File: src/design/pvdo_pkg.sv
// ----------------------------------------------------------------------------
// pvdo_pkg: shared types, constants and saturation helpers
// Fixed-point formats, register codes and the request/response structs of the
// shared coefficient multiplier.
// ----------------------------------------------------------------------------
package pvdo_pkg;

  localparam int unsigned DataW   = 32;  // Q16.16 velocities and currents
  localparam int unsigned WideW   = 48;  // Q32.16 accumulators
  localparam int unsigned CoefW   = 32;  // unsigned Q8.24 coefficients
  localparam int unsigned GainW   = 25;  // observer filter gain
  localparam int unsigned CfgIdxW = 8;
  localparam int unsigned ProdW   = 64;
  localparam int unsigned AccW    = 80;
  localparam int unsigned FracW   = 24;
  localparam int unsigned ResW    = 57;  // signed product back in Q.16

  localparam logic [AccW-1:0] RoundHalf = AccW'(64'd8388608);

  localparam logic signed [63:0] Max48 = 64'sh0000_7FFF_FFFF_FFFF;
  localparam logic signed [63:0] Min48 = 64'shFFFF_8000_0000_0000;
  localparam logic signed [63:0] Max32 = 64'sh0000_0000_7FFF_FFFF;
  localparam logic signed [63:0] Min32 = 64'shFFFF_FFFF_8000_0000;

  typedef enum logic [CfgIdxW-1:0] {
    REG_REF_VELOCITY = 8'd0,
    REG_KP           = 8'd1,
    REG_KI_DT        = 8'd2,
    REG_KD_OVER_DT   = 8'd3,
    REG_INERTIA_KT   = 8'd4,
    REG_DOB_VEL_COEF = 8'd5,
    REG_DOB_GAIN     = 8'd6
  } cfg_reg_t;

  typedef struct packed {
    logic signed [DataW-1:0] ref_velocity;
    logic [CoefW-1:0]        kp;
    logic [CoefW-1:0]        ki_dt;
    logic [CoefW-1:0]        kd_over_dt;
    logic [CoefW-1:0]        inertia_over_torque_const;
    logic [CoefW-1:0]        dob_velocity_coeff;
    logic [GainW-1:0]        dob_filter_gain;
  } cfg_t;

  typedef struct packed {
    logic                    go;
    logic signed [WideW-1:0] a;
    logic [CoefW-1:0]        k;
  } mul_req_t;

  typedef struct packed {
    logic                   busy;
    logic                   done;
    logic signed [ResW-1:0] res;
  } mul_rsp_t;

  function automatic logic signed [WideW-1:0] sat48(input logic signed [63:0] v);
    logic signed [WideW-1:0] r;
    if (v > Max48) begin
      r = Max48[WideW-1:0];
    end else if (v < Min48) begin
      r = Min48[WideW-1:0];
    end else begin
      r = v[WideW-1:0];
    end
    return r;
  endfunction

  function automatic logic signed [DataW-1:0] sat32(input logic signed [63:0] v);
    logic signed [DataW-1:0] r;
    if (v > Max32) begin
      r = Max32[DataW-1:0];
    end else if (v < Min32) begin
      r = Min32[DataW-1:0];
    end else begin
      r = v[DataW-1:0];
    end
    return r;
  endfunction

endpackage

File: src/design/pvdo_mul.sv
// ----------------------------------------------------------------------------
// pvdo_mul: shared coefficient multiplier
// Multiplies a signed 48-bit value by an unsigned Q8.24 coefficient with one
// 32x32 multiplier over two partial products, rounding to nearest with ties
// away from zero. The LO, HI, ACC and OUT phases lead to the result in PH_DONE.
// ----------------------------------------------------------------------------
module pvdo_mul (
  input  logic               clk,
  input  logic               rst_n,
  input  pvdo_pkg::mul_req_t req,
  output pvdo_pkg::mul_rsp_t rsp
);
  import pvdo_pkg::*;

  typedef enum logic [5:0] {
    PH_IDLE = 6'b000001,
    PH_LO   = 6'b000010,
    PH_HI   = 6'b000100,
    PH_ACC  = 6'b001000,
    PH_OUT  = 6'b010000,
    PH_DONE = 6'b100000
  } phase_t;

  phase_t                  phase_r, phase_nxt;
  logic                    neg_r;
  logic [WideW-1:0]        mag_r;
  logic [CoefW-1:0]        k_r;
  logic [ProdW-1:0]        prod_r;
  logic [AccW-1:0]         acc_r;
  logic signed [ResW-1:0]  res_r;
  logic [CoefW-1:0]        mul_a;
  logic [ResW-2:0]         rounded;

  always_comb begin
    phase_nxt = phase_r;
    unique case (phase_r)
      PH_IDLE: if (req.go) phase_nxt = PH_LO;
      PH_LO:   phase_nxt = PH_HI;
      PH_HI:   phase_nxt = PH_ACC;
      PH_ACC:  phase_nxt = PH_OUT;
      PH_OUT:  phase_nxt = PH_DONE;
      PH_DONE: phase_nxt = PH_IDLE;
      default: phase_nxt = PH_IDLE;
    endcase
  end

  always_ff @(posedge clk) begin
    if (!rst_n) begin
      phase_r <= PH_IDLE;
    end else begin
      phase_r <= phase_nxt;
    end
  end

  // The low word goes through first, then the upper sixteen bits.
  assign mul_a   = (phase_r == PH_HI) ? {{(CoefW-(WideW-32)){1'b0}}, mag_r[WideW-1:32]}
                                      : mag_r[31:0];
  assign rounded = acc_r[AccW-1:FracW];

  always_ff @(posedge clk) begin
    if (req.go) begin
      neg_r <= req.a[WideW-1];
      mag_r <= req.a[WideW-1] ? $unsigned(-req.a) : $unsigned(req.a);
      k_r   <= req.k;
    end
    if (phase_r == PH_LO || phase_r == PH_HI) begin
      prod_r <= mul_a * k_r;
    end
    if (phase_r == PH_HI) begin
      acc_r <= {{(AccW-ProdW){1'b0}}, prod_r} + RoundHalf;
    end
    if (phase_r == PH_ACC) begin
      acc_r <= acc_r + {prod_r[WideW-1:0], 32'b0};
    end
    if (phase_r == PH_OUT) begin
      res_r <= neg_r ? -$signed({1'b0, rounded}) : $signed({1'b0, rounded});
    end
  end

  assign rsp.busy = (phase_r != PH_IDLE);
  assign rsp.done = (phase_r == PH_DONE);
  assign rsp.res  = res_r;

endmodule
File: config.mk
export PLATFORM = sky130hd
export DESIGN_NAME = pvdo_mul
export DESIGN_NICKNAME = d
export VERILOG_FILES = /design/src/design/pvdo_pkg.sv /design/src/design/pvdo_mul.sv
export SDC_FILE = /design/constraint.sdc
export NUM_CORES = 2
export LEC_CHECK = 0
export ABC_AREA = 0
export ABC_CLOCK_PERIOD_IN_PS = 12100
export BUFFER_PORTS_ARGS = -buffer_cell sky130_fd_sc_hd__buf_2
export CORE_MARGIN = 4
export CORE_UTILIZATION = 24
export DETAILED_ROUTE_END_ITERATION = 6
export PLACE_DENSITY = 0.38
export SYNTH_ARGS = -nofsm -noshare
export SYNTH_HDL_FRONTEND = slang
export SYNTH_SLANG_ARGS = --single-unit
File: constraint.sdc
create_clock -name clk -period 12.1 [get_ports clk]
set_input_delay 1.815 -clock clk [delete_from_list [all_inputs] [get_ports clk]]
set_output_delay 1.815 -clock clk [all_outputs]
set_load 0.01 [all_outputs]
==> metrics.yaml <==
finish:
  layout-drive-gt1-share_pct: 6.271
  nFillCells: 21100
  instances_no_fill: 7588
  syn_to_final_growth_pct: 10.06
  nets: 6226
sta:
  whs_ns: 0.5103
  setup_tns_ns: 0
  rsz0062_at_grt: "false"
  final.min_clock_period_ns: 11.16
  finalHoldViolCount: 0
  finalCritPeriodShare_pct: 92.23
  tightestPinTransition_ns: 1.203
  relSlewSlack_pct: 19.62
  clock_skew_ns: 0.03145
  setup_violations: 0
  max_freq_mhz: 89.61
  drv_slew: 0
detailed_routing:
  wirelength_um: 164500
  wl_met2_um: 71160
  ant_nets: 0
  wl_met1_um: 80100
  drt_iter0_drc: 2130
  vias_per_cell: 4.503
  vias: 34170
  drt-pass1-iter-count: 6
  wl_per_cell_um: 21.68
  wl_met3_um: 10130
  drc: 0
  top_layer_used: "met5"
clock_network:
  cts-root-buf: "clkbuf_16"
  postCtsSetupBuffers: 0
  clock_latency_ns: 0.59
  max-clock-path-buffers: 3
  cts_hold_buf: 0
  clk_pin_slew_worst_paths_ns: 0.06
  cts_resized: 0
  clock-sinks: 264
  cts_tree: "built"
  cts_buffers: 34
  htree_levels: 2
worst_setup_path:
  end_kind: "flip-flop"
  r2r-start: "phase_r[3]"
  worst_r2r_path_depth: 29
  arrival_ns: 11.48
  worstPathRequired_ns: 12.42
  cp_slowest_cell: "a41oi_1"
  r2r-end: "prod_r[63]"
  path_common_cell: "fa_1"
  crit_path_max_incr_delay_ns: 0.67
  regToRegSetupSlack_ns: 0.94
  critical_path_class: "reg2reg"
  start_kind: "flip-flop"
  worstPathMaxFanout: 40
place:
  dpl.hpwl_um: 131100
  gp_congestion: 0.8387
  port_buffers: 141
  dp.cells: 7521
synth:
  ys_seq_area_share_pct: 16.63
  syn_nets: 6237
  ys.flop_type: "edfxtp_1"
  netlist-cell-type-count: 68
  synthArstFlopShare_pct: 0
  synth_area_leaders: "fa_1, edfxtp_1, ha_1, inv_1, nand2_1"
  synth_top_area_share_pct: 37.96
  syn_avg_cell_area_um2: 9.568
  netlist_area_mm2: 0.04730
  synth.ff_latch_count: 264
  syn_inst: 4944
  yosysMostFrequentCell: "fa_1"
  synth_largest_area_cell: "fa_1"
  synth_edf_count: 258
  ys_top_cells_by_count: "fa_1, inv_1, nand2_1, and2_1, ha_1"
  ys_warn_count: 0
floorplan:
  io_pins: 142
  dieArea_mm2: 0.2043
  core_area_mm2: 0.1954
  rows: 162
  die_w_um: 452.0
  die_y_um: 452.0
  initial_core_util_pct: 24.21
grt:
  grt_max_degree: 135
  grt-ovfl-total: 0
  first_global_vias: 37080
  grt_pass1_wl_um: 247000
  antenna_found_initial: 19
  grt_usage_pct: 16.15
status:
  status: "completed"
hold_path:
  min_path_type: "reg2reg"
  hold_path_depth: 2
  hold-path-endpoint: "phase_r[2]"
  hold_start: "phase_r[1]"
run:
  timing.max_cap.violations: 0
## sequential cells by signal (all words and copies together) (netlist names)
name	count
acc_r	56
k_r	32
mag_r	48
neg_r	1
phase_r	6
prod_r	64
res_r	57
## final cells by class
cell class / count / area [um^2] / share of cell area, %
Antenna cell: 5 / 12.51 / 0.02403
Clock buffer: 41 / 898.4 / 1.725
Clock inverter: 21 / 166.4 / 0.3196
Inverter: 887 / 3329 / 6.395
Multi-Input combinational cell: 3513 / 35100 / 67.41
Sequential cell: 264 / 7868 / 15.11
Tap cell: 2624 / 3283 / 6.306
Timing Repair Buffer: 233 / 1411 / 2.711
## per-layer routing
metal	up-vias	track usage (%)
met1	17650	23.76
li1	15530	-
met2	860	24.96
met3	129	2.944
met4	2	2.811
met5	-	0
## metrics by stage
| step | area, um^2 | setup WS (ns) | utilization, % |
|---|---|---|---|
| 6_report | 52060 | 0.9404 | 26.65 |
| 3_5_place_dp | 50990 | 0.9000 | 26.09 |
| 3_3_place_gp | 50990 | 0.9780 | 26.09 |
| 2_1_floorplan | 47300 | 2.895 | - |
| 4_1_cts | 52050 | 0.8920 | 26.64 |
| 5_1_grt | 52060 | 0.2795 | 26.64 |
## cell families (layout without fill, tap and decap cells)
| family | count (synthesis) | count (layout) | synth area share [%] |
|---|---|---|---|
| xor+xnor | 235 | 235 | 4.351 |
| simple gates | 1616 | 1616 | 17.45 |
| other cells | 0 | 5 | 0 |
| compound gates | 451 | 451 | 6.041 |
| fa+ha+maj | 1210 | 1210 | 46.24 |
| mux | 1 | 1 | 0.02116 |
| buf+inv | 1167 | 1182 | 9.260 |
| flops | 264 | 264 | 16.63 |
## worst max-delay path: cells and delay by family (launching register included)
kind                     cells  cell delay (ns)
AO/OA/AOI/OAI                7             2.63
adder cells (fa/ha/maj)      9             4.42
XOR/XNOR                     1             0.12
flip-flops                   1             0.47
buffers and inverters        5             1.16
AND/OR/NAND/NOR              7             2.02
## worst max-delay path by stage
stage	endpoint	from	slack, ns
2_1_floorplan	prod_r[63]	phase_r[3]	2.90
3_3_place_gp	prod_r[62]	phase_r[3]	0.98
3_5_place_dp	prod_r[62]	phase_r[3]	0.90
4_1_cts	prod_r[62]	phase_r[3]	0.89
5_1_grt	prod_r[63]	phase_r[3]	0.28
6_report	prod_r[63]	phase_r[3]	0.94
## placed cells by master (no fill, tap or decap), types with 17 or more instances in the layout
master	synthesis	final
a21o_1	53	53
a21oi_1	119	119
and2_1	358	353
and3_1	291	291
buf_2	0	140
buf_4	0	92
clkbuf_16	0	35
edfxtp_1	258	258
fa_1	897	897
ha_1	313	313
inv_1	886	886
nand2_1	624	623
nand3_1	59	59
nand4_1	36	36
nor2_1	117	116
nor3_1	29	29
o21ai_0	122	122
o31ai_1	28	28
o41ai_1	22	22
or4_1	17	17
xnor2_1	180	180
xor2_1	55	55
Power is not shown: default switching activity piles up to over one toggle a cycle in this logic, so the estimate is an artifact.
