`src/design/pvdo_pkg.sv`:
```
// ----------------------------------------------------------------------------
// pvdo_pkg: shared types, constants and saturation helpers
// Fixed-point formats, register codes and the request/response structs of the
// shared coefficient multiplier.
// ----------------------------------------------------------------------------
package pvdo_pkg;

  localparam int unsigned DataW   = 32;  // Q16.16 velocities and currents
  localparam int unsigned WideW   = 48;  // Q32.16 accumulators
  localparam int unsigned CoefW   = 32;  // unsigned Q8.24 coefficients
  localparam int unsigned GainW   = 25;  // observer filter gain
  localparam int unsigned CfgIdxW = 8;
  localparam int unsigned ProdW   = 64;
  localparam int unsigned AccW    = 80;
  localparam int unsigned FracW   = 24;
  localparam int unsigned ResW    = 57;  // signed product back in Q.16

  localparam logic [AccW-1:0] RoundHalf = AccW'(64'd8388608);

  localparam logic signed [63:0] Max48 = 64'sh0000_7FFF_FFFF_FFFF;
  localparam logic signed [63:0] Min48 = 64'shFFFF_8000_0000_0000;
  localparam logic signed [63:0] Max32 = 64'sh0000_0000_7FFF_FFFF;
  localparam logic signed [63:0] Min32 = 64'shFFFF_FFFF_8000_0000;

  typedef enum logic [CfgIdxW-1:0] {
    REG_REF_VELOCITY = 8'd0,
    REG_KP           = 8'd1,
    REG_KI_DT        = 8'd2,
    REG_KD_OVER_DT   = 8'd3,
    REG_INERTIA_KT   = 8'd4,
    REG_DOB_VEL_COEF = 8'd5,
    REG_DOB_GAIN     = 8'd6
  } cfg_reg_t;

  typedef struct packed {
    logic signed [DataW-1:0] ref_velocity;
    logic [CoefW-1:0]        kp;
    logic [CoefW-1:0]        ki_dt;
    logic [CoefW-1:0]        kd_over_dt;
    logic [CoefW-1:0]        inertia_over_torque_const;
    logic [CoefW-1:0]        dob_velocity_coeff;
    logic [GainW-1:0]        dob_filter_gain;
  } cfg_t;

  typedef struct packed {
    logic                    go;
    logic signed [WideW-1:0] a;
    logic [CoefW-1:0]        k;
  } mul_req_t;

  typedef struct packed {
    logic                   busy;
    logic                   done;
    logic signed [ResW-1:0] res;
  } mul_rsp_t;

  function automatic logic signed [WideW-1:0] sat48(input logic signed [63:0] v);
    logic signed [WideW-1:0] r;
    if (v > Max48) begin
      r = Max48[WideW-1:0];
    end else if (v < Min48) begin
      r = Min48[WideW-1:0];
    end else begin
      r = v[WideW-1:0];
    end
    return r;
  endfunction

  function automatic logic signed [DataW-1:0] sat32(input logic signed [63:0] v);
    logic signed [DataW-1:0] r;
    if (v > Max32) begin
      r = Max32[DataW-1:0];
    end else if (v < Min32) begin
      r = Min32[DataW-1:0];
    end else begin
      r = v[DataW-1:0];
    end
    return r;
  endfunction

endpackage

```
`src/design/pvdo_cfg.sv`:
```
// ----------------------------------------------------------------------------
// pvdo_cfg: configuration register file
// Set point, loop gains and observer coefficients, written through a plain
// write port. Writes to an unknown index are ignored.
// ----------------------------------------------------------------------------
module pvdo_cfg (
  input  logic                         clk,
  input  logic                         rst_n,
  input  logic                         cfg_we,
  input  logic [pvdo_pkg::CfgIdxW-1:0] cfg_index,
  input  logic [pvdo_pkg::DataW-1:0]   cfg_wdata,
  output pvdo_pkg::cfg_t               cfg
);
  import pvdo_pkg::*;

  cfg_t cfg_r;

  always_ff @(posedge clk) begin
    if (!rst_n) begin
      cfg_r.ref_velocity              <= 32'sd13107200;
      cfg_r.kp                        <= 32'd335544320;
      cfg_r.ki_dt                     <= 32'd0;
      cfg_r.kd_over_dt                <= 32'd27962027;
      cfg_r.inertia_over_torque_const <= 32'd11393;
      cfg_r.dob_velocity_coeff        <= 32'd2278700;
      cfg_r.dob_filter_gain           <= 25'd20133;
    end else if (cfg_we) begin
      unique case (cfg_reg_t'(cfg_index))
        REG_REF_VELOCITY: cfg_r.ref_velocity              <= $signed(cfg_wdata);
        REG_KP:           cfg_r.kp                        <= cfg_wdata;
        REG_KI_DT:        cfg_r.ki_dt                     <= cfg_wdata;
        REG_KD_OVER_DT:   cfg_r.kd_over_dt                <= cfg_wdata;
        REG_INERTIA_KT:   cfg_r.inertia_over_torque_const <= cfg_wdata;
        REG_DOB_VEL_COEF: cfg_r.dob_velocity_coeff        <= cfg_wdata;
        REG_DOB_GAIN:     cfg_r.dob_filter_gain           <= cfg_wdata[GainW-1:0];
        default: begin
        end
      endcase
    end
  end

  assign cfg = cfg_r;

endmodule

```
`config.mk`:
```
export PLATFORM = sky130hd
export DESIGN_NAME = pvdo_cfg
export DESIGN_NICKNAME = d
export VERILOG_FILES = /design/src/design/pvdo_pkg.sv /design/src/design/pvdo_cfg.sv
export SDC_FILE = /design/constraint.sdc
export NUM_CORES = 1
export LEC_CHECK = 0
export BUFFER_PORTS_ARGS = -buffer_cell sky130_fd_sc_hd__buf_2
export CAP_MARGIN = 20
export CORE_MARGIN = 4
export CORE_UTILIZATION = 45
export DETAILED_ROUTE_END_ITERATION = 10
export PLACE_DENSITY = 0.68
export SLEW_MARGIN = 25
export SYNTH_ARGS = -nofsm -noshare
export SYNTH_HDL_FRONTEND = slang
export SYNTH_SLANG_ARGS = --single-unit
```
`constraint.sdc`:
```
create_clock -name clk -period 3.3 [get_ports clk]
set_clock_uncertainty 0.1 [all_clocks]
set_input_delay 0.495 -clock clk [delete_from_list [all_inputs] [get_ports clk]]
set_output_delay 0.495 -clock clk [all_outputs]
set_load 0.005 [all_outputs]
```
==> results of run 1 <==
==> worst paths after layout <==
path / startpoint / end
max reg2reg: cfg[40] / cfg[40]
min: cfg_wdata[22] / cfg[207]
max: cfg_index[5] / cfg[110]
min reg2reg: cfg[103] / cfg[103]
==> power by group through the flow <==
stage | clock, mW | combinational, mW | sequential (mW)
global route | 2.56 | 0.192 | 2.62
global placement | 0 | 0.176 | 2.68
floorplan | 0 | 0.0999 | 2.68
CTS | 2.44 | 0.176 | 2.62
detailed placement | 0 | 0.176 | 2.68
finish | 2.39 | 0.175 | 2.62
==> critical path: stages <==
cell and delay, ns:
buf_2 0.11, nor4_4 0.57, and4b_2 0.62, buf_12 0.26
mux2i_1 0.21
==> area by class of cell <==
| type | instances | area (µm²) | area share [%] |
|---|---|---|---|
| clock buffer | 35 | 681 | 6.62 |
| clock inverter | 4 | 20.0 | 0.195 |
| multi-input combinational | 501 | 3480 | 33.8 |
| sequential | 217 | 4340 | 42.2 |
| tap | 225 | 282 | 2.74 |
| timing repair buffer | 276 | 1480 | 14.4 |
==> synth_stat cells <==
cell,count,area (µm²)
and4_1,1,8.76
nor3b_2,1,12.5
nand4b_1,1,8.76
buf_6,8,90.1
buf_2,13,65.1
nand3_2,4,40.0
nand2_1,208,781
dfxtp_1,217,4340
and3b_1,1,8.76
mux2i_1,217,2170
nor2_1,1,3.75
clkbuf_1,31,116
buf_4,1,7.51
nor2b_1,63,394
nand4_1,1,6.26
nor4_4,1,21.3
and4b_1,2,20.0
==> cell families after synthesis <==
kind of cell | after synthesis | share of synthesized area, %
flip-flops | 217 | 53.6
AND/OR/NAND/NOR | 284 | 16.1
multiplexers | 217 | 26.8
buffers and inverters | 53 | 3.44
==> metal layers <==
metal  part of all wire, %  GRT usage, %  wire, µm  up-vias
li1                      -             -         -     3036
met1                    45          27.2      9790     2890
met2                    46          33.8      9880      173
met3                   6.8          4.67      1480       34
met4                   2.4          5.66       529        0
met5                     0             0         0        -
==> stage by stage <==
step	hold slack (ns)	cell area (µm²)	utilization, %
after floorplan	0.351	8100	-
after global placement	0.339	9580	54.8
after detailed placement	0.344	9580	54.8
after CTS	0.165	10300	58.8
after global routing	0.171	10300	58.8
final	0.177	10300	58.8
==> key figures, run 1 <==
GRT
  • GRT Residual Overflow: 0
  • Pin count of the biggest net entering global routing: 74
  • First-pass GRT wire length: 33600 µm
  • Vias in the first global route: 5989
  • Global-route usage over all layers: 20.5%
  • Initial antenna violation count: 0

STA
  • Final setup violation count: 0
  • Setup ws final: 1.32 ns
  • Final Hold Viols: 0
  • Final period utilization: 60.0%
  • RSZ-0062 raised after global routing: no
  • Rel. slew slack: 60.1%
  • Slew Limit Fails: 0
  • Fmax: 505 MHz
  • Worst-Margin Slew: 0.594 ns
  • Setup TNS: 0 ns
  • Fin crit period: 1.98 ns

Die
  • Die width: 142 µm
  • IO Pins: 260
  • Die Y: 142 µm
  • Initial Utilization: 46.3%
  • FP Rows: 48
  • Core region area: 17500 µm²
  • Full die area: 20200 µm²

Synthesis
  • Synth Warn #: 0
  • Synth Register Bits: 217
  • Sequential area share after synthesis: 53.6%
  • Yosys cell types: 17
  • Syn_nets: 814
  • Avg Inst Size Synth: 10.5 µm²
  • Post-Syn Area: 8100 µm²
  • Mapped Cells: 771

CTS
  • Htree depth: 1
  • CTS tree: built
  • Clk buf depth: 3
  • CTS Buf Count: 22
  • CTS resizes: 0
  • CTS Root Cell: clkbuf_16
  • Sink Count: 217
  • Hold_buf cts: 0
  • Post-CTS Setup Inserts: 0
  • Clock-pin slew on the worst setup and hold paths: 0.06 ns
  • Clock latency on the worst-skew pair: 0.49 ns

Drt
  • DR WL/cell: 17.2 µm
  • Vias: 6133
  • DRC Markers: 0
  • Drt total wl: 21700 µm
  • Antenna Nets Post-Route: 0
  • Initial DRT Pass Iterations: 6
  • Vias/cell: 4.88
  • Starting DRT DRC Count: 239

Layout
  • Fraction of layout instances using a drive strength above 1: 30.6%
  • Most frequent cells in the layout: buf_2 (258), mux2i_1 (217), dfxtp_1 (217), nand2_1 (208), nor2b_1 (63)
  • Synthesis-to-finish area growth: 27.0%
  • Max FFs per register: 217
  • Final Non-Filler Cells: 1258
  • ANT cells: 0
  • Commonest non-fill, non-tap cell in the layout: buf_2
  • Filler cells: 1559
  • Final #Nets: 1061

Critical path
  • Critical path peak fanout: 22
  • Flop2flop setup slack: 2.55 ns
  • Critical path required time: 3.62 ns
  • Startpoint types: input pin
  • Data arrival, critical path: 2.30 ns
  • Critical Path Sink Type: register
  • Reg2Reg Depth: 2
  • Crit path kind: in -> reg

Outcome
  • Outcome: complete, no violations

Pwr
  • Worst VDD drop: 312 µV
  • P_int: 4.09 mW
  • Leakage dissipation: 5.50 nW
  • Pwr Total: 5.19 mW
  • Net load switching power: 1.10 mW
  • Clock Power Share: 46.0%
  • Switching share of power: 21.2%
  • Sequential share of power: 50.6%
  • Comb pwr share: 3.4%
  • Cell Pwr Density: 504 nW/µm²

Job
  • Max-cap violations: 0

Placed design
  • Port-buffer cells: 259
  • RePlAce Congestion: 0.787
  • Dpl cells: 1219
  • Pre-CTS setup slack: 0.772 ns
  • Dpl hpwl: 15100 µm

Hold path
  • Depth of the worst hold-timing path: 3
  • Worst min-delay path class: in -> reg
(Power assumes the default switching activity.)
==> run 2, diff against run 1 <==
==> constraint.sdc (replaced) <==
create_clock -name clk -period 2 [get_ports clk]
set_clock_uncertainty 0.1 [all_clocks]
set_input_delay 0.3 -clock clk [delete_from_list [all_inputs] [get_ports clk]]
set_output_delay 0.3 -clock clk [all_outputs]
set_load 0.005 [all_outputs]
==> run 2 against run 1 <==
Global-route usage up 0.24 points; register-to-register slack got worse by 1.3 ns; via count up 0.77%; clock-buffer cell count unchanged; core utilization up 0.97 points; sequential cell count did not move; clock power increased by 70%; final area grew 1.7%; combinational power grew 80%; first-iteration DRC count is 25% lower; die area unchanged; largest cell class unchanged; highest routed layer unchanged.
==> key figures, run 2 (same netlist as run 1, synthesis figures left out) <==
Drt
  • Drt total wl: 21800 µm (+0.55%)
  • Vias: 6180 (+0.77%)
  • Vias/cell: 4.87 (about the same)
  • Initial DRT Pass Iterations: 6 (unchanged)
  • DRC Markers: 0 (unchanged)
  • Starting DRT DRC Count: 180 (-25%)
  • DR WL/cell: 17.2 µm (-0.24%)
  • Antenna Nets Post-Route: 0 (unchanged)

STA
  • Slew Limit Fails: 0 (unchanged)
  • Final setup violation count: 0 (unchanged)
  • Rel. slew slack: 63.2% (+3.2 points)
  • Final Hold Viols: 0 (unchanged)
  • Setup TNS: 0 ns (unchanged)
  • Fmax: 722 MHz
  • RSZ-0062 raised after global routing: no
  • Worst-Margin Slew: 0.549 ns (-0.0452 ns)
  • Fin crit period: 1.38 ns
  • Final period utilization: 69.2%
  • Setup ws final: 0.616 ns (-0.705 ns)

Die
  • Full die area: 20200 µm² (unchanged)
  • IO Pins: 260 (unchanged)
  • Initial Utilization: 46.3% (unchanged)
  • Die width: 142 µm (unchanged)
  • Die Y: 142 µm (unchanged)
  • Core region area: 17500 µm² (unchanged)
  • FP Rows: 48 (unchanged)

GRT
  • Initial antenna violation count: 0 (unchanged)
  • GRT Residual Overflow: 0 (unchanged)
  • First-pass GRT wire length: 33800 µm (+0.74%)
  • Vias in the first global route: 6023 (+0.57%)
  • Global-route usage over all layers: 20.8% (+0.24 points)
  • Pin count of the biggest net entering global routing: 52 (-30%)

Critical path
  • Flop2flop setup slack: 1.25 ns (-1.30 ns)
  • CP max-delay cell: dfxtp_1
  • Data arrival, critical path: 0.98 ns (-1.32 ns)
  • Critical path required time: 1.60 ns (-2.02 ns)
  • RR Startpoint: cfg[207]
  • Cells along the critical path: buf_2
  • Top Family by Delay on Critical Path: flip-flops
  • Reg2Reg Depth: 2 (unchanged)
  • Largest stage delay, worst path: 0.37 ns (-0.25 ns)
  • Critical path peak fanout: 2 (-91%)
  • CP bufs+invs: 1 (-1)
  • Critical Path Sink Type: primary output
  • Launch point of the worst path: cfg[36]
  • Crit path kind: reg -> out
  • Worst r2r dst: cfg[207]
  • Startpoint types: register

Hold path
  • Hold Path Sink: cfg[33]
  • Worst min-delay path class: in -> reg
  • Min-delay src: cfg_wdata[8]
  • Depth of the worst hold-timing path: 3 (unchanged)

Placed design
  • Port-buffer cells: 259 (unchanged)
  • RePlAce Congestion: 0.786 (about the same)
  • Dpl hpwl: 15500 µm (+2.6%)
  • Pre-CTS setup slack: 0.185 ns (-0.586 ns)

Pwr
  • Leakage dissipation: 5.58 nW (+1.4%)
  • Worst VDD drop: 566 µV (+82%)
  • Cell Pwr Density: 834 nW/µm² (+65%)

CTS
  • Hold_buf cts: 6 (+6)
  • Clock-pin slew on the worst setup and hold paths: 0.06 ns (about the same)
  • Clk buf depth: 3 (unchanged)
  • Sink Count: 217 (unchanged)
  • CTS tree: built
  • Clock latency on the worst-skew pair: 0.49 ns (about the same)
  • Htree depth: 1 (unchanged)
  • Post-CTS Setup Inserts: 0 (unchanged)
  • CTS Buf Count: 23 (+4.5%)
  • CTS resizes: 0 (unchanged)
  • CTS Root Cell: clkbuf_16

Layout
  • Synthesis-to-finish area growth: 29.1%
  • Most frequent cells in the layout: buf_2 (258), mux2i_1 (217), dfxtp_1 (217), nand2_1 (208), nor2b_1 (63)
  • Final #Nets: 1075 (+1.3%)
  • ANT cells: 0 (unchanged)
  • Fraction of layout instances using a drive strength above 1: 30.8% (+0.19 points)
  • Commonest non-fill, non-tap cell in the layout: buf_2
  • Max FFs per register: 217 (unchanged)

Job
  • Max-cap violations: 0 (unchanged)

Outcome
  • Outcome: complete, no violations
[run 2: cell types whose count changed in the layout (fill, tap and decap cells not counted), sizes merged]
cell and delta:
buf +7, dlygate4sd3 +6, clkinv -4, bufinv +1
[run 2: per-layer routing]
layer  wire (µm)  vias up  global-route usage [%]
li1            -     3061                       -
met1        9520     2904                    27.7
met3        1650       35                    5.48
met2       10100      180                    33.2
met5           0        -                       0
met4         547        0                    6.16
[run 2: final cells by class]
| type | instances | area (µm²) |
|---|---|---|
| fillers | 1534 | 7020 |
| flip-flops and latches | 217 | 4340 |
| multi-input cells | 501 | 3480 |
| clock inverters | 1 | 30.0 |
| repair buffers | 289 | 1630 |
| clock buffers | 35 | 691 |
| well taps | 225 | 282 |
[run 2: worst max path at each step]
stage	endpoint	cells past startpoint
finish	cfg[36]	1
global route	cfg[9]	1
CTS	cfg[196]	1
detailed placement	cfg[111]	6
global placement	cfg[105]	6
floorplan	cfg[107]	5
[run 2: power breakdown]
| group | switching [mW] | total, mW | leakage, nW | internal [mW] |
|---|---|---|---|---|
| logic | 0.200 | 0.315 | 3.47 | 0.115 |
| registers | 0.00282 | 4.33 | 1.75 | 4.33 |
| clock network | 1.60 | 4.07 | 0.354 | 2.47 |
[run 2: per-stage QoR]
stage | hold slack, ns | area, µm² | util [%] | std cells | power [mW]
finish | 0.0136 | 10500 | 59.8 | 1268 | 8.72
global route | 0.0130 | 10500 | 59.8 | 1268 | 9.04
CTS | 0.00113 | 10500 | 59.8 | 1268 | 8.82
detailed placement | 0.345 | 9670 | 55.4 | 1226 | 4.73
global placement | 0.339 | 9670 | 55.4 | 1226 | 4.73
floorplan | 0.351 | 8100 | - | 771 | 4.59
==> run 3, diff against run 2 <==
--- a/config.mk
+++ b/config.mk
@@ -10,7 +10,7 @@
 export CORE_MARGIN = 4
 export CORE_UTILIZATION = 45
 export DETAILED_ROUTE_END_ITERATION = 10
-export PLACE_DENSITY = 0.68
+export PLACE_DENSITY = 0.71
 export SLEW_MARGIN = 25
 export SYNTH_ARGS = -nofsm -noshare
 export SYNTH_HDL_FRONTEND = slang
==> constraint.sdc (replaced) <==
create_clock -name clk -period 1.2 [get_ports clk]
set_clock_uncertainty 0.1 [all_clocks]
set_input_delay 0.18 -clock clk [delete_from_list [all_inputs] [get_ports clk]]
set_output_delay 0.18 -clock clk [all_outputs]
set_load 0.005 [all_outputs]
==> run 3 against run 2 <==
The flow now finishes with violations (negative setup slack); register-to-register slack lost 0.96 ns; global-route usage grew 1.5 points; critical endpoint is now cfg[117]; sequential cell count is the same; cell count grew 6.5%; clock-buffer cell count shrank 5; die area is the same; worst hold slack gained 0.0057 ns; combinational power grew 110%; non-clock buffer count grew 78; sequential share of layout area shrank 4.0 points.
==> key figures, run 3 (same netlist as run 1, synthesis figures left out) <==
Die
  • Core region area: 17500 µm² (unchanged)
  • Die width: 142 µm (unchanged)
  • Full die area: 20200 µm² (unchanged)
  • Initial Utilization: 46.3% (unchanged)
  • FP Rows: 48 (unchanged)
  • Die Y: 142 µm (unchanged)
  • IO Pins: 260 (unchanged)

STA
  • Rel. slew slack: 77.6% (+14 points)
  • Setup TNS: -1.32 ns (-1.32 ns)
  • Final setup violation count: 176 (+176)
  • Fin crit period: 1.24 ns
  • Setup ws final: -0.0362 ns (-0.652 ns)
  • Hold slack: 0.0193 ns (+0.00567 ns)
  • Final Hold Viols: 0 (unchanged)
  • Slew Limit Fails: 0 (unchanged)
  • RSZ-0062 raised after global routing: yes
  • Worst-Margin Slew: 0.336 ns (-0.213 ns)
  • Final period utilization: 103%
  • Fmax: 809 MHz

Critical path
  • CP bufs+invs: 1 (unchanged)
  • Critical path required time: 0.92 ns (-0.68 ns)
  • Crit path kind: reg -> out
  • Critical Path Sink Type: primary output
  • Top Family by Delay on Critical Path: flip-flops
  • Critical path peak fanout: 2 (unchanged)
  • CP max-delay cell: dfxtp_2
  • Data arrival, critical path: 0.96 ns (-0.02 ns)
  • Cells along the critical path: buf_6
  • Largest stage delay, worst path: 0.36 ns (about the same)
  • Startpoint types: register

Drt
  • DRC Markers: 0 (unchanged)
  • Drt total wl: 24100 µm (+10%)
  • Initial DRT Pass Iterations: 4 (-2)
  • Vias: 6720 (+8.7%)
  • DR WL/cell: 17.8 µm (+3.6%)
  • Antenna Nets Post-Route: 0 (unchanged)
  • Vias/cell: 4.98 (+2.1%)
  • Starting DRT DRC Count: 276 (+53%)

CTS
  • Clock latency on the worst-skew pair: 0.49 ns (about the same)
  • CTS Root Cell: clkbuf_16
  • CTS Buf Count: 23 (unchanged)
  • Htree depth: 1 (unchanged)
  • Clk buf depth: 3 (unchanged)
  • Sink Count: 217 (unchanged)
  • CTS tree: built
  • Clock-pin slew on the worst setup and hold paths: 0.06 ns (about the same)

GRT
  • GRT Residual Overflow: 0 (unchanged)
  • Pin count of the biggest net entering global routing: 50 (-3.8%)
  • First-pass GRT wire length: 36500 µm (+7.9%)
  • Initial antenna violation count: 4 (+4)
  • Global-route usage over all layers: 22.3% (+1.5 points)
  • Vias in the first global route: 6780 (+13%)

Pwr
  • Cell Pwr Density: 1200 nW/µm² (+44%)
  • Worst VDD drop: 1070 µV (+90%)
  • Leakage dissipation: 6.25 nW (+12%)

Layout
  • Synthesis-to-finish area growth: 51.7%
  • Final #Nets: 1153 (+7.3%)
  • Most frequent cells in the layout: mux2i_1 (217), dfxtp_2 (217), nand2_1 (208), buf_6 (133), buf_2 (126)
  • Max FFs per register: 217 (unchanged)
  • Fraction of layout instances using a drive strength above 1: 53.3% (+23 points)
  • Filler cells: 1253 (-18%)

Placed design
  • Port-buffer cells: 259 (unchanged)
  • Dpl hpwl: 15600 µm (+1.1%)
  • Pre-CTS setup slack: -0.384 ns (-0.569 ns)
  • RePlAce Congestion: 0.839 (+6.7%)

Hold path
  • Worst min-delay path class: in -> reg

Job
  • Max-cap violations: 0 (unchanged)

Outcome
  • Failing checks: negative setup slack
  • Outcome: finished with violations
run 3: cell types whose count changed in the layout (fill, tap and decap cells not counted), moves of 4 or more:
cell	change
dfxtp_2	+217
dfxtp_1	-217
clkbuf_8	-4
buf_4	+50
dlygate4sd3_1	+20
buf_12	+8
clkinv_2	+5
buf_2	-132
buf_6	+132
run 3: layout make-up:
class	instances	area (µm²)	area share (%)
clock inverters	7	85.1	0.692
well taps	225	282	2.29
multi-input cells	501	3480	28.3
clock buffers	30	632	5.14
repair buffers	367	3190	26.0
diodes	3	7.51	0.0611
flip-flops and latches	217	4620	37.6
run 3: final timing paths:
| path | start | slack (ns) | endpoint | depth (start not counted) |
|---|---|---|---|---|
| setup / recovery | cfg[117] | -0.04 | cfg[117] | 1 |
| hold / removal | rst_n | 0.02 | cfg[14] | 3 |
| setup reg to reg | cfg[95] | 0.29 | cfg[95] | 4 |
| hold reg to reg | cfg[167] | 0.36 | cfg[167] | 2 |
run 3: layer usage:
layer  global-route usage, %  vias to the layer above  routed length, µm
li1                        -                     3218                  -
met1                    27.1                     3226               9630
met2                    38.0                      211              11900
met3                    5.65                       63               1560
met4                    8.33                        2                970
met5                       0                        -                  7
run 3: stage by stage:
| step | power (mW) | util (%) | cell area (µm²) | cells |
|---|---|---|---|---|
| 2_1_floorplan | 7.66 | - | 8210 | 771 |
| 3_3_place_gp | 7.95 | 57.0 | 9970 | 1252 |
| 3_5_place_dp | 7.95 | 57.0 | 9970 | 1252 |
| 4_1_cts | 14.8 | 67.3 | 11800 | 1328 |
| 5_1_grt | 15.2 | 70.3 | 12300 | 1350 |
| 6_report | 14.7 | 70.3 | 12300 | 1350 |
run 3: report_power, final:
part | internal [mW] | total, mW | switching (mW)
clock | 4.10 | 6.87 | 2.77
sequential | 7.21 | 7.21 | 0.00615
combinational | 0.298 | 0.662 | 0.363
run 3: timing repair:
action,CTS,global route
endpoints found under the hold margin,126,0
gates resized for setup,287,62
setup endpoints to repair,217,217
setup buffers,13,19
pin swaps,0,0
hold buffers,26,0
gates cloned,0,0
